`src/design/at_modem_link_supervisor_assert.svh`:
```
// Assertion macros for the modem link supervisor.
`ifndef AT_MODEM_LINK_SUPERVISOR_ASSERT_SVH
`define AT_MODEM_LINK_SUPERVISOR_ASSERT_SVH

`ifndef SYNTHESIS
// Checks that the expression holds at every clock edge out of reset.
`define AMLS_ALWAYS(lbl, expr, msg) \
	lbl: assert property (@(posedge clk) disable iff (!arst_n) (expr)) else $error(msg);
// Checks that the consequent holds in the cycle after the antecedent.
`define AMLS_NEXT(lbl, ante, cons, msg) \
	lbl: assert property (@(posedge clk) disable iff (!arst_n) (ante) |=> (cons)) else $error(msg);
`else
`define AMLS_ALWAYS(lbl, expr, msg)
`define AMLS_NEXT(lbl, ante, cons, msg)
`endif

`endif

```
`src/design/at_mls_pkg.sv`:
```
`default_nettype none
package at_mls_pkg;

	typedef enum logic [1:0] {
		MODE_BYTE  = 2'd0,
		MODE_TICK  = 2'd1,
		MODE_START = 2'd2
	} mode_t;

	typedef enum logic [1:0] {
		KIND_CMD    = 2'd0,
		KIND_BAUD   = 2'd1,
		KIND_CALLER = 2'd2,
		KIND_SENDER = 2'd3
	} kind_t;

	typedef enum logic [2:0] {
		CMD_AT    = 3'd0,
		CMD_ATE0  = 3'd1,
		CMD_CLIP  = 3'd2,
		CMD_CMGF  = 3'd3,
		CMD_CNMI  = 3'd4,
		CMD_ATH   = 3'd5
	} cmd_t;

	typedef enum logic [1:0] {
		PH_OFFLINE = 2'd0,
		PH_PROBING = 2'd1,
		PH_CONFIG  = 2'd2,
		PH_READY   = 2'd3
	} phase_t;

	typedef enum logic [2:0] {
		REG_PROBE_RETRY = 3'd0,
		REG_CMD_TIMEOUT = 3'd1,
		REG_CALL_DEDUP  = 3'd2,
		REG_RING_TIMEOUT = 3'd3,
		REG_PROBES_PER_BAUD = 3'd4
	} reg_index_t;

	localparam logic [7:0] CH_LF    = 8'h0A;
	localparam logic [7:0] CH_CR    = 8'h0D;
	localparam logic [7:0] CH_QUOTE = 8'h22;
	localparam logic [7:0] CH_SPACE = 8'h20;
	localparam logic [7:0] CH_TAB   = 8'h09;
	localparam logic [7:0] CH_DEL   = 8'h7F;

	localparam logic [15:0] LIT_OK   = "OK";
	localparam logic [31:0] LIT_RING = "RING";
	localparam logic [47:0] LIT_CLIP = "+CLIP:";
	localparam logic [39:0] LIT_CMT  = "+CMT:";

	localparam int unsigned LIT_MAX = 6;

	localparam logic [15:0] RST_PROBE_RETRY  = 16'd5000;
	localparam logic [15:0] RST_CMD_TIMEOUT  = 16'd2000;
	localparam logic [15:0] RST_CALL_DEDUP   = 16'd10000;
	localparam logic [15:0] RST_RING_TIMEOUT = 16'd8000;
	localparam logic [3:0]  RST_PROBES       = 4'd2;

	// Setup commands past this step repeat the last one.
	localparam logic [2:0] LAST_SETUP_STEP = 3'd4;

endpackage
`default_nettype wire

```
`src/design/at_modem_link_supervisor.sv`:
```
// Sequence: a byte other than LF or CR is stored from IDLE; a tick goes through TICK before
// any result; an LF goes through SCAN and DECIDE, then any DEDUP compare or COPY of the number.
// Throughput: one item at a time; s_tready is low while a line, tick or start is handled,
// and a line end walks every stored byte through the one read port of the line memory.
// Reset (arst_n low) clears all control state, timers and lengths; the stores hold garbage
// until written and need no clearing pass, so the block is ready as soon as reset is released.
`default_nettype none
`include "at_modem_link_supervisor_assert.svh"
module at_modem_link_supervisor
	import at_mls_pkg::*;
#(
	parameter int unsigned LINE_MAX     = 256,
	parameter int unsigned NUMBER_MAX   = 32,
	parameter int unsigned BAUD_OPTIONS = 5,
	parameter int unsigned SETUP_STEPS  = 4
) (
	input  wire logic        clk,
	input  wire logic        arst_n,
	input  wire logic        s_tvalid,
	output logic             s_tready,
	input  wire logic [7:0]  s_tdata,   // [7:0] rx_byte
	input  wire logic [1:0]  s_tuser,   // [1:0] mode
	output logic             m_tvalid,
	input  wire logic        m_tready,
	output logic [15:0]      m_tdata,   // [2:0] command, [5:3] baud_select,
	                                    // [13:6] number_char, [14] link_ready, [15] zero
	output logic [1:0]       m_tuser,   // [1:0] kind
	output logic             m_tlast,   // last result caused by the input transfer
	input  wire logic        cfg_we,
	input  wire logic [2:0]  cfg_index,
	input  wire logic [15:0] cfg_data
);

	// Width of line positions and lengths (0..LINE_MAX), and of a line memory address.
	localparam int unsigned LW  = $clog2(LINE_MAX + 1);
	localparam int unsigned AW  = $clog2(LINE_MAX);
	// Width of number lengths (0..NUMBER_MAX), and of a number store address.
	localparam int unsigned NW  = $clog2(NUMBER_MAX + 1);
	localparam int unsigned NAW = $clog2(NUMBER_MAX);
	// Width of the printable-ratio products.
	localparam int unsigned PW  = LW + 4;

	// The sequencer. Bytes are stored from IDLE; a line end runs one pass over the line
	// memory (SCAN), then DECIDE classifies the line. A caller number is compared with the
	// last caller entry by entry (DEDUP), an SMS sender is copied entry by entry (COPY). Results
	// leave through the EM states, one per transfer, whenever the output register is free.
	typedef enum logic [3:0] {
		ST_IDLE,
		ST_SCAN,
		ST_DECIDE,
		ST_DEDUP,
		ST_COPY,
		ST_TICK,
		ST_EM_BAUD,
		ST_EM_CMD,
		ST_EM_CHR
	} state_t;

	state_t state_q;

	// Configuration registers.
	logic [15:0] probe_retry_q, cmd_timeout_q, call_dedup_q, ring_timeout_q;
	logic [3:0]  probes_per_baud_q;

	// Link state.
	phase_t      phase_q;
	logic [2:0]  baud_q;
	logic [3:0]  probe_count_q;
	logic [2:0]  setup_step_q;
	logic [31:0] now_q, sent_at_q, last_call_at_q, first_ring_at_q;
	logic        ring_waiting_q, awaiting_body_q;
	logic [LW-1:0] line_len_q;
	logic [NW-1:0] sender_len_q, last_caller_len_q;

	// Memories and small register files.
	logic [7:0] line_mem [LINE_MAX];
	logic [7:0] num_buf [NUMBER_MAX];
	logic [7:0] sender_mem [NUMBER_MAX];
	logic [7:0] caller_mem [NUMBER_MAX];

	// Line scan.
	logic [LW-1:0] rd_q, pos_s1, s_q, e_q;
	logic [LW-1:0] cum_q, pbase_q, pend_q;
	logic          valid_s1, found_q, q1f_q, q2f_q;
	logic [7:0]    rdata_s1;
	logic [LIT_MAX-1:0][7:0] lit_q;
	logic [NW-1:0] nlen_q;

	// Sequencing of results.
	logic [NW-1:0] idx_q, emit_len_q;
	logic          eq_q, chars_after_q;
	kind_t         char_kind_q;
	cmd_t          cmd_q;

	// Output register.
	logic        out_valid_q, out_last_q, out_ready_q;
	kind_t       out_kind_q;
	cmd_t        out_cmd_q;
	logic [2:0]  out_baud_q;
	logic [7:0]  out_char_q;

	logic          s_accept, ofree, out_load;
	mode_t         in_mode;
	logic [7:0]    in_byte;
	logic          is_sp, is_pr, issue;
	logic [LW-1:0] offset, n_len, prn;
	logic [PW-1:0] prn10, n7;
	logic          drop;
	logic [NW-1:0] num_len;
	logic          num_we, sender_we, caller_we;
	logic [31:0]   sub_base, diff;
	logic [7:0]    num_rd, sender_rd;
	logic [3:0]    pc_next;
	logic [2:0]    step_next;

	assign s_tready = (state_q == ST_IDLE);
	assign s_accept = s_tvalid && s_tready;
	assign in_mode  = mode_t'(s_tuser);
	assign in_byte  = s_tdata;
	assign ofree    = !out_valid_q || m_tready;
	// A result is loaded into the output register from any EM state once it is free.
	assign out_load = ofree && (state_q == ST_EM_BAUD || state_q == ST_EM_CMD ||
		state_q == ST_EM_CHR);

	assign m_tvalid = out_valid_q;
	assign m_tuser  = out_kind_q;
	assign m_tlast  = out_last_q;
	assign m_tdata  = {1'b0, out_ready_q, out_char_q, out_baud_q, out_cmd_q};

	always_comb begin
		is_sp   = (rdata_s1 == CH_SPACE) || (rdata_s1 >= CH_TAB && rdata_s1 <= CH_CR);
		is_pr   = (rdata_s1 >= CH_SPACE) && (rdata_s1 < CH_DEL);
		offset  = found_q ? (pos_s1 - s_q) : '0;
		issue   = (state_q == ST_SCAN) && (rd_q < line_len_q);
		n_len   = e_q - s_q;
		prn     = pend_q - pbase_q;
		prn10   = PW'(prn) * PW'(10);
		n7      = PW'(n_len) * PW'(7);
		drop    = !found_q || (prn10 < n7);
		num_len = q2f_q ? nlen_q : '0;
		num_we  = (state_q == ST_SCAN) && valid_s1 && q1f_q && !q2f_q &&
			(rdata_s1 != CH_QUOTE) && (nlen_q < NW'(NUMBER_MAX));
		num_rd    = num_buf[idx_q[NAW-1:0]];
		sender_rd = sender_mem[idx_q[NAW-1:0]];
		sender_we = (state_q == ST_COPY) && (idx_q < sender_len_q);
		caller_we = (state_q == ST_EM_CHR) && ofree && (char_kind_q == KIND_CALLER);
		// The one shared subtractor for every elapsed-time check.
		if (state_q == ST_DEDUP) begin
			sub_base = last_call_at_q;
		end else if (phase_q == PH_READY) begin
			sub_base = first_ring_at_q;
		end else begin
			sub_base = sent_at_q;
		end
		diff      = now_q - sub_base;
		pc_next   = probe_count_q + 4'd1;
		step_next = setup_step_q + 3'd1;
	end

	// Line memory: written from IDLE, read once a cycle during the scan.
	always_ff @(posedge clk) begin
		if (s_accept && in_mode == MODE_BYTE && in_byte != CH_LF && in_byte != CH_CR &&
				line_len_q < LW'(LINE_MAX)) begin
			line_mem[line_len_q[AW-1:0]] <= in_byte;
		end
		if (issue) begin
			rdata_s1 <= line_mem[rd_q[AW-1:0]];
		end
	end

	always_ff @(posedge clk) begin
		if (num_we) begin
			num_buf[nlen_q[NAW-1:0]] <= rdata_s1;
		end
		if (sender_we) begin
			sender_mem[idx_q[NAW-1:0]] <= num_rd;
		end
		if (caller_we) begin
			caller_mem[idx_q[NAW-1:0]] <= num_rd;
		end
		if (state_q == ST_SCAN && valid_s1 && (found_q || !is_sp) &&
				offset < LW'(LIT_MAX)) begin
			lit_q[offset[2:0]] <= rdata_s1;
		end
	end

	always_ff @(posedge clk or negedge arst_n) begin
		if (!arst_n) begin
			probe_retry_q     <= RST_PROBE_RETRY;
			cmd_timeout_q     <= RST_CMD_TIMEOUT;
			call_dedup_q      <= RST_CALL_DEDUP;
			ring_timeout_q    <= RST_RING_TIMEOUT;
			probes_per_baud_q <= RST_PROBES;
		end else if (cfg_we) begin
			case (reg_index_t'(cfg_index))
				REG_PROBE_RETRY:     probe_retry_q     <= cfg_data;
				REG_CMD_TIMEOUT:     cmd_timeout_q     <= cfg_data;
				REG_CALL_DEDUP:      call_dedup_q      <= cfg_data;
				REG_RING_TIMEOUT:    ring_timeout_q    <= cfg_data;
				REG_PROBES_PER_BAUD: probes_per_baud_q <= cfg_data[3:0];
				default: ;
			endcase
		end
	end

	always_ff @(posedge clk or negedge arst_n) begin
		if (!arst_n) begin
			state_q           <= ST_IDLE;
			phase_q           <= PH_OFFLINE;
			baud_q            <= '0;
			probe_count_q     <= '0;
			setup_step_q      <= '0;
			now_q             <= '0;
			sent_at_q         <= '0;
			last_call_at_q    <= '0;
			first_ring_at_q   <= '0;
			ring_waiting_q    <= 1'b0;
			awaiting_body_q   <= 1'b0;
			line_len_q        <= '0;
			sender_len_q      <= '0;
			last_caller_len_q <= '0;
			rd_q              <= '0;
			pos_s1            <= '0;
			valid_s1          <= 1'b0;
			s_q               <= '0;
			e_q               <= '0;
			cum_q             <= '0;
			pbase_q           <= '0;
			pend_q            <= '0;
			found_q           <= 1'b0;
			q1f_q             <= 1'b0;
			q2f_q             <= 1'b0;
			nlen_q            <= '0;
			idx_q             <= '0;
			emit_len_q        <= '0;
			eq_q              <= 1'b0;
			chars_after_q     <= 1'b0;
			char_kind_q       <= KIND_CALLER;
			cmd_q             <= CMD_AT;
			out_valid_q       <= 1'b0;
			out_last_q        <= 1'b0;
			out_ready_q       <= 1'b0;
			out_kind_q        <= KIND_CMD;
			out_cmd_q         <= CMD_AT;
			out_baud_q        <= '0;
			out_char_q        <= '0;
		end else begin
			if (out_load) begin
				out_valid_q <= 1'b1;
			end else if (m_tready) begin
				out_valid_q <= 1'b0;
			end
			case (state_q)
				ST_IDLE: begin
					if (s_accept) begin
						case (in_mode)
							MODE_BYTE: begin
								if (in_byte == CH_LF) begin
									rd_q     <= '0;
									valid_s1 <= 1'b0;
									found_q  <= 1'b0;
									cum_q    <= '0;
									q1f_q    <= 1'b0;
									q2f_q    <= 1'b0;
									nlen_q   <= '0;
									state_q  <= ST_SCAN;
								end else if (in_byte != CH_CR) begin
									if (line_len_q >= LW'(LINE_MAX)) begin
										line_len_q <= '0;
									end else begin
										line_len_q <= line_len_q + LW'(1);
									end
								end
							end
							MODE_TICK: begin
								now_q   <= now_q + 32'd1;
								state_q <= ST_TICK;
							end
							MODE_START: begin
								phase_q       <= PH_PROBING;
								cmd_q         <= CMD_AT;
								chars_after_q <= 1'b0;
								sent_at_q     <= now_q;
								state_q       <= ST_EM_BAUD;
							end
							default: ;
						endcase
					end
				end
				ST_SCAN: begin
					valid_s1 <= issue;
					pos_s1   <= rd_q;
					if (issue) begin
						rd_q <= rd_q + LW'(1);
					end
					if (valid_s1) begin
						cum_q <= cum_q + LW'(is_pr);
						if (!is_sp) begin
							if (!found_q) begin
								found_q <= 1'b1;
								s_q     <= pos_s1;
								pbase_q <= cum_q;
							end
							e_q    <= pos_s1 + LW'(1);
							pend_q <= cum_q + LW'(is_pr);
						end
						if (rdata_s1 == CH_QUOTE) begin
							if (!q1f_q) begin
								q1f_q <= 1'b1;
							end else begin
								q2f_q <= 1'b1;
							end
						end
						if (num_we) begin
							nlen_q <= nlen_q + NW'(1);
						end
					end
					if (!issue && !valid_s1) begin
						state_q <= ST_DECIDE;
					end
				end
				ST_DECIDE: begin
					line_len_q <= '0;
					state_q    <= ST_IDLE;
					idx_q      <= '0;
					if (!drop) begin
						if (awaiting_body_q) begin
							awaiting_body_q <= 1'b0;
							if (sender_len_q != '0) begin
								char_kind_q <= KIND_SENDER;
								emit_len_q  <= sender_len_q;
								state_q     <= ST_EM_CHR;
							end
						end else if (n_len == LW'(2) && {lit_q[0], lit_q[1]} == LIT_OK) begin
							if (phase_q == PH_PROBING) begin
								phase_q       <= PH_CONFIG;
								setup_step_q  <= '0;
								cmd_q         <= CMD_ATE0;
								chars_after_q <= 1'b0;
								sent_at_q     <= now_q;
								state_q       <= ST_EM_CMD;
							end else if (phase_q == PH_CONFIG) begin
								setup_step_q <= step_next;
								if (step_next >= 3'(SETUP_STEPS)) begin
									phase_q <= PH_READY;
								end else begin
									cmd_q <= (step_next < LAST_SETUP_STEP) ?
										cmd_t'(step_next + 3'd1) : CMD_CNMI;
									chars_after_q <= 1'b0;
									sent_at_q     <= now_q;
									state_q       <= ST_EM_CMD;
								end
							end
						end else if (n_len == LW'(4) &&
								{lit_q[0], lit_q[1], lit_q[2], lit_q[3]} == LIT_RING) begin
							if (!ring_waiting_q) begin
								ring_waiting_q  <= 1'b1;
								first_ring_at_q <= now_q;
							end
						end else if (n_len >= LW'(6) && {lit_q[0], lit_q[1], lit_q[2],
								lit_q[3], lit_q[4], lit_q[5]} == LIT_CLIP) begin
							ring_waiting_q <= 1'b0;
							if (num_len != '0) begin
								emit_len_q <= num_len;
								eq_q       <= (num_len == last_caller_len_q);
								state_q    <= ST_DEDUP;
							end
						end else if (n_len >= LW'(5) && {lit_q[0], lit_q[1], lit_q[2],
								lit_q[3], lit_q[4]} == LIT_CMT) begin
							sender_len_q    <= num_len;
							awaiting_body_q <= (num_len != '0);
							if (num_len != '0) begin
								state_q <= ST_COPY;
							end
						end
					end
				end
				ST_DEDUP: begin
					// Compare one entry a cycle while the lengths and the entries so far match.
					if (eq_q && idx_q < emit_len_q) begin
						if (num_rd != caller_mem[idx_q[NAW-1:0]]) begin
							eq_q <= 1'b0;
						end
						idx_q <= idx_q + NW'(1);
					end else if (eq_q && diff < {16'd0, call_dedup_q}) begin
						state_q <= ST_IDLE;
					end else begin
						last_caller_len_q <= emit_len_q;
						last_call_at_q    <= now_q;
						sent_at_q         <= now_q;
						cmd_q             <= CMD_ATH;
						chars_after_q     <= 1'b1;
						char_kind_q       <= KIND_CALLER;
						idx_q             <= '0;
						state_q           <= ST_EM_CMD;
					end
				end
				ST_COPY: begin
					if (sender_we) begin
						idx_q <= idx_q + NW'(1);
					end else begin
						state_q <= ST_IDLE;
					end
				end
				ST_TICK: begin
					state_q <= ST_IDLE;
					case (phase_q)
						PH_PROBING: begin
							if (diff > {16'd0, probe_retry_q}) begin
								sent_at_q     <= now_q;
								cmd_q         <= CMD_AT;
								chars_after_q <= 1'b0;
								if (pc_next >= probes_per_baud_q) begin
									probe_count_q <= '0;
									baud_q <= (baud_q == 3'(BAUD_OPTIONS - 1)) ?
										3'd0 : baud_q + 3'd1;
									line_len_q <= '0;
									state_q    <= ST_EM_BAUD;
								end else begin
									probe_count_q <= pc_next;
									state_q       <= ST_EM_CMD;
								end
							end
						end
						PH_CONFIG: begin
							if (diff > {16'd0, cmd_timeout_q}) begin
								phase_q   <= PH_PROBING;
								sent_at_q <= now_q - {16'd0, probe_retry_q};
							end
						end
						PH_READY: begin
							if (ring_waiting_q && diff > {16'd0, ring_timeout_q}) begin
								ring_waiting_q <= 1'b0;
								sent_at_q      <= now_q;
								cmd_q          <= CMD_ATH;
								chars_after_q  <= 1'b0;
								state_q        <= ST_EM_CMD;
							end
						end
						default: ;
					endcase
				end
				ST_EM_BAUD: begin
					if (ofree) begin
						out_kind_q  <= KIND_BAUD;
						out_cmd_q   <= CMD_AT;
						out_char_q  <= '0;
						out_baud_q  <= baud_q;
						out_ready_q <= (phase_q == PH_READY);
						out_last_q  <= 1'b0;
						state_q     <= ST_EM_CMD;
					end
				end
				ST_EM_CMD: begin
					if (ofree) begin
						out_kind_q  <= KIND_CMD;
						out_cmd_q   <= cmd_q;
						out_char_q  <= '0;
						out_baud_q  <= baud_q;
						out_ready_q <= (phase_q == PH_READY);
						out_last_q  <= !chars_after_q;
						state_q     <= chars_after_q ? ST_EM_CHR : ST_IDLE;
					end
				end
				ST_EM_CHR: begin
					if (ofree) begin
						out_kind_q  <= char_kind_q;
						out_cmd_q   <= CMD_AT;
						out_char_q  <= (char_kind_q == KIND_CALLER) ? num_rd : sender_rd;
						out_baud_q  <= baud_q;
						out_ready_q <= (phase_q == PH_READY);
						out_last_q  <= (idx_q + NW'(1) == emit_len_q);
						idx_q       <= idx_q + NW'(1);
						if (idx_q + NW'(1) == emit_len_q) begin
							state_q <= ST_IDLE;
						end
					end
				end
				default: state_q <= ST_IDLE;
			endcase
		end
	end

	// The baud index never leaves the list of rates.
	`AMLS_ALWAYS(a_baud_range, baud_q <= 3'(BAUD_OPTIONS - 1), "baud index out of range")
	// The held line never grows past its limit.
	`AMLS_ALWAYS(a_line_len, line_len_q <= LW'(LINE_MAX), "line length past limit")
	// Number characters are only sent while the index is inside the stored number.
	`AMLS_ALWAYS(a_chr_idx, state_q != ST_EM_CHR || idx_q < emit_len_q, "number index past its length")
	// A command result marked last always leads the block back to accepting items.
	`AMLS_NEXT(a_last_idle, ofree && state_q == ST_EM_CMD && !chars_after_q, state_q == ST_IDLE, "block did not return to idle after its last result")

endmodule
`default_nettype wire

```
`config.mk`:
```
export PLATFORM = sky130hd
export DESIGN_NAME = at_modem_link_supervisor
export DESIGN_NICKNAME = d
export VERILOG_FILES = /design/src/design/at_mls_pkg.sv /design/src/design/at_modem_link_supervisor.sv
export VERILOG_INCLUDE_DIRS = /design/src /design/src/design
export SDC_FILE = /design/constraint.sdc
export NUM_CORES = 2
export LEC_CHECK = 0
export BUFFER_PORTS_ARGS = -buffer_cell sky130_fd_sc_hd__buf_2
export CAP_MARGIN = 20
export CORE_AREA = 3 3 583 585
export CTS_BUF_LIST = sky130_fd_sc_hd__clkbuf_4
export DETAILED_ROUTE_END_ITERATION = 16
export DIE_AREA = 0 0 586 588
export GPL_ROUTABILITY_DRIVEN = 0
export GPL_TIMING_DRIVEN = 0
export PLACE_DENSITY = 0.6
export SYNTH_ARGS = -nofsm -noshare
export SYNTH_HDL_FRONTEND = slang
export SYNTH_SLANG_ARGS = --single-unit
```
`constraint.sdc`:
```
create_clock -name clk -period 6.1 [get_ports clk]
set_input_delay 0.915 -clock clk [delete_from_list [all_inputs] [get_ports clk]]
set_output_delay 0.915 -clock clk [all_outputs]
set_load 0.05 [all_outputs]
```
==> results.json <==
{
  "outcome": "complete, but fails checks",
  "violations": "antenna violations",
  "yosys_most_used_dff": "edfxtp_1",
  "clk-insertion-delay-late_ps": 1580,
  "maxSlewHeadroom": 0.204,
  "dr.pass1.iters": 6,
  "cp-end-kind": "flop",
  "grt_overflow_total": 0,
  "cts_tree": "done",
  "hold_path_depth": 4,
  "track_usage": 0.206,
  "ys_top_cells_by_area": "edfxtp_1 (65%), mux4_2 (15%), dfrtp_1 (6.0%)",
  "die_y_um": 588,
  "final_util": 0.455,
  "synth_warnings": 0,
  "multiInputGateArea_um2": 37400,
  "via_per_inst": 5.61,
  "p_total_w": 0.0714,
  "fin_hold_ws_ps": 257,
  "fin_ws_ps": 68.5,
  "fin_crit_ps": 6030,
  "worst_pin_slew_ps": 1190,
  "synth_top_area_share": 0.645,
  "power.density_nw_per_um2": 467,
  "io_buffers": 53,
  "ir_worst_vdd_mv": 1.39,
  "antenna_found_initial": 13,
  "rr_worst_depth": 27,
  "postRouteAntennaNets": 1,
  "fillers": 28914,
  "syn_nets": 7465,
  "hold_viol": 0,
  "hold_class": "in -> reg",
  "area_growth_pct": 14.3,
  "finalCritPeriodShare": 0.989,
  "post_drt_wl_per_cell_um": 27.3,
  "fmax_mhz": 166,
  "clock-sinks": 3217,
  "cap_viol_max_count": 0,
  "drc": 0,
  "cts_buffer_depth": 4,
  "tns_ps": 0,
  "drive_above_1_share": 0.301,
  "r2r_start": "s_q[0]",
  "critPathLaunchType": "flop",
  "p_leak_nw": 50.9,
  "initial_utilization": 0.398,
  "setup.worst_path.start": "s_q[0]",
  "num-nets-final": 8495,
  "routed_wirelength_um": 360000,
  "synth_seq_area_share": 0.710,
  "synth-edff-count": 2872,
  "grt_max_degree": 149,
  "synth_cell_type_count": 92,
  "synth.most_common_cell": "edfxtp_1",
  "synthTopCellsByCount": "edfxtp_1 (2872), mux4_2 (878), nor2_1 (530)",
  "dieArea_um2": 345000,
  "critPathKind": "reg -> reg",
  "vias": 74143,
  "rsz0062_at_grt": "yes",
  "timing.final.max_slew_violations": 0,
  "first_global_vias": 75525,
  "die_w_um": 586,
  "htreeDepth": 6,
  "setup_violations": 0,
  "pre_cts_slack_ps": -1970,
  "register_area_um2": 94900,
  "synth_area_leader_cell": "edfxtp_1",
  "syn_area_per_cell_um2": 18.6,
  "critPathRequiredTime_ps": 7460,
  "clkTransAtPathRegs_ps": 70,
  "io_pins": 55,
  "cts_root_buf": "clkbuf_4",
  "worstSetupEndpoint": "sent_at_q[8]",
  "crit_path_max_fanout": 8,
  "num_rows": 213,
  "async_flop_share": 0.107,
  "dp_hpwl_um": 239000,
  "arrival_ps": 7390,
  "drt-initial-drc-count": 7683,
  "syn_inst": 7181,
  "finClkSkew_ps": 188,
  "grt_pass1_wl_um": 521000,
  "cts_buffers": 793,
  "core-area_um2": 336000,
  "synth-seq-cells": 3217,
  "r2r-end": "sent_at_q[8]",
  "synth_area_um2": 134000,
  "rrSetupSlack_ps": 70
}
[layer usage]
metal,track usage,share of wire,routed length (µm)
met5,0,0.00015,55
met1,0.280,0.40,146000
met3,0.0442,0.079,28500
met2,0.330,0.48,173000
met4,0.0733,0.034,12400
[layout make-up]
type	instances	area share
antenna	23	0.000377
buffer	341	0.00973
clock buffer	1127	0.0553
clock inverter	232	0.00855
inverter	191	0.00469
multi-input combinational	3427	0.245
sequential	3217	0.621
tap	4407	0.0361
timing repair buffer	240	0.0198
[what timing repair did]
action                                  in CTS  in global routing
pin swaps                                    6                 28
endpoints found under the hold margin     1139                  0
cloned                                       0                  3
buffers inserted                             8                 27
resized for setup                           75                 97
hold buffers                                45                  0
endpoints found under the setup margin     413                126
[flip-flops by register name, summed over array words and instances (netlist names), 16 cells and up]
name / count
call_dedup_q: 16
caller_mem: 256
cmd_timeout_q: 16
first_ring_at_q: 32
last_call_at_q: 32
line_mem: 2048
lit_q: 48
now_q: 32
num_buf: 256
probe_retry_q: 16
ring_timeout_q: 16
sender_mem: 256
sent_at_q: 32
[cells by family (layout without fill, tap and decap cells)]
group / Yosys count / in the layout / share of synthesized area
adders and majority gates: 250 / 250 / 0.0242
xor gates and xnor gates: 145 / 145 / 0.00950
muxes: 1112 / 1112 / 0.167
and+or+nand+nor: 1244 / 1244 / 0.0417
buffers and inverters: 537 / 2131 / 0.0155
DFF: 3217 / 3217 / 0.710
AOI/OAI and AO/OA: 675 / 675 / 0.0322
other: 1 / 24 / 0.0000280
[through the flow]
step	instance area, µm²	instances
finish	153000	13205
global route	153000	13187
CTS	152000	13132
detailed placement	141000	11724
global placement	139000	11641
floorplan	134000	7181
[placed cells by master, fill, tap and decap left out, drive strengths merged, types with 74 or more instances in the layout]
master | Yosys | final
edfxtp | 2872 | 2872
clkbuf | 239 | 1367
mux4 | 878 | 878
nor2 | 531 | 531
nand2 | 338 | 338
dfrtp | 322 | 322
buf | 107 | 296
ha | 235 | 235
o21ai | 214 | 214
inv | 190 | 207
clkinv | 1 | 194
mux2 | 168 | 168
a21oi | 153 | 153
nand3 | 90 | 90
xnor2 | 74 | 74
[worst max-delay path: stages (launching register included)]
cell,delay (ps)
dfrtp_1,420
ha_2,200
inv_2,50
fa_2,430
a21o_1,210
a21oi_4,230
o21bai_4,110
a2111oi_4,430
nor3_4,110
or2_4,280
fa_1,530
ha_4,220
a21oi_2,130
nor2_1,50
nor2_1,110
xor2_1,190
ha_2,290
o21a_1,100
o21ai_1,120
a21oi_1,60
o21ai_2,290
nand2_2,140
a31oi_4,270
nor4_4,90
o211ai_1,120
buf_6,250
clkbuf_16,210
mux2_4,300
[report_power, final]
part / leakage [nW] / switching, W / internal, W
Clock: 5.79 / 0.00870 / 0.00887
Sequential: 30.4 / 0.000484 / 0.0252
Combinational: 14.7 / 0.0158 / 0.0123
[worst min path at each step]
stage / start / end / slack, ps
finish: cfg_data[4] / cmd_timeout_q[4] / 260
floorplan: e_q[0] / e_q[0] / 450
global route: cfg_data[11] / call_dedup_q[11] / 170
detailed placement: out_char_q[5] / out_char_q[5] / 450
global placement: out_char_q[2] / out_char_q[2] / 450
CTS: cfg_data[4] / cmd_timeout_q[4] / 50
(Power assumes the default switching activity.)
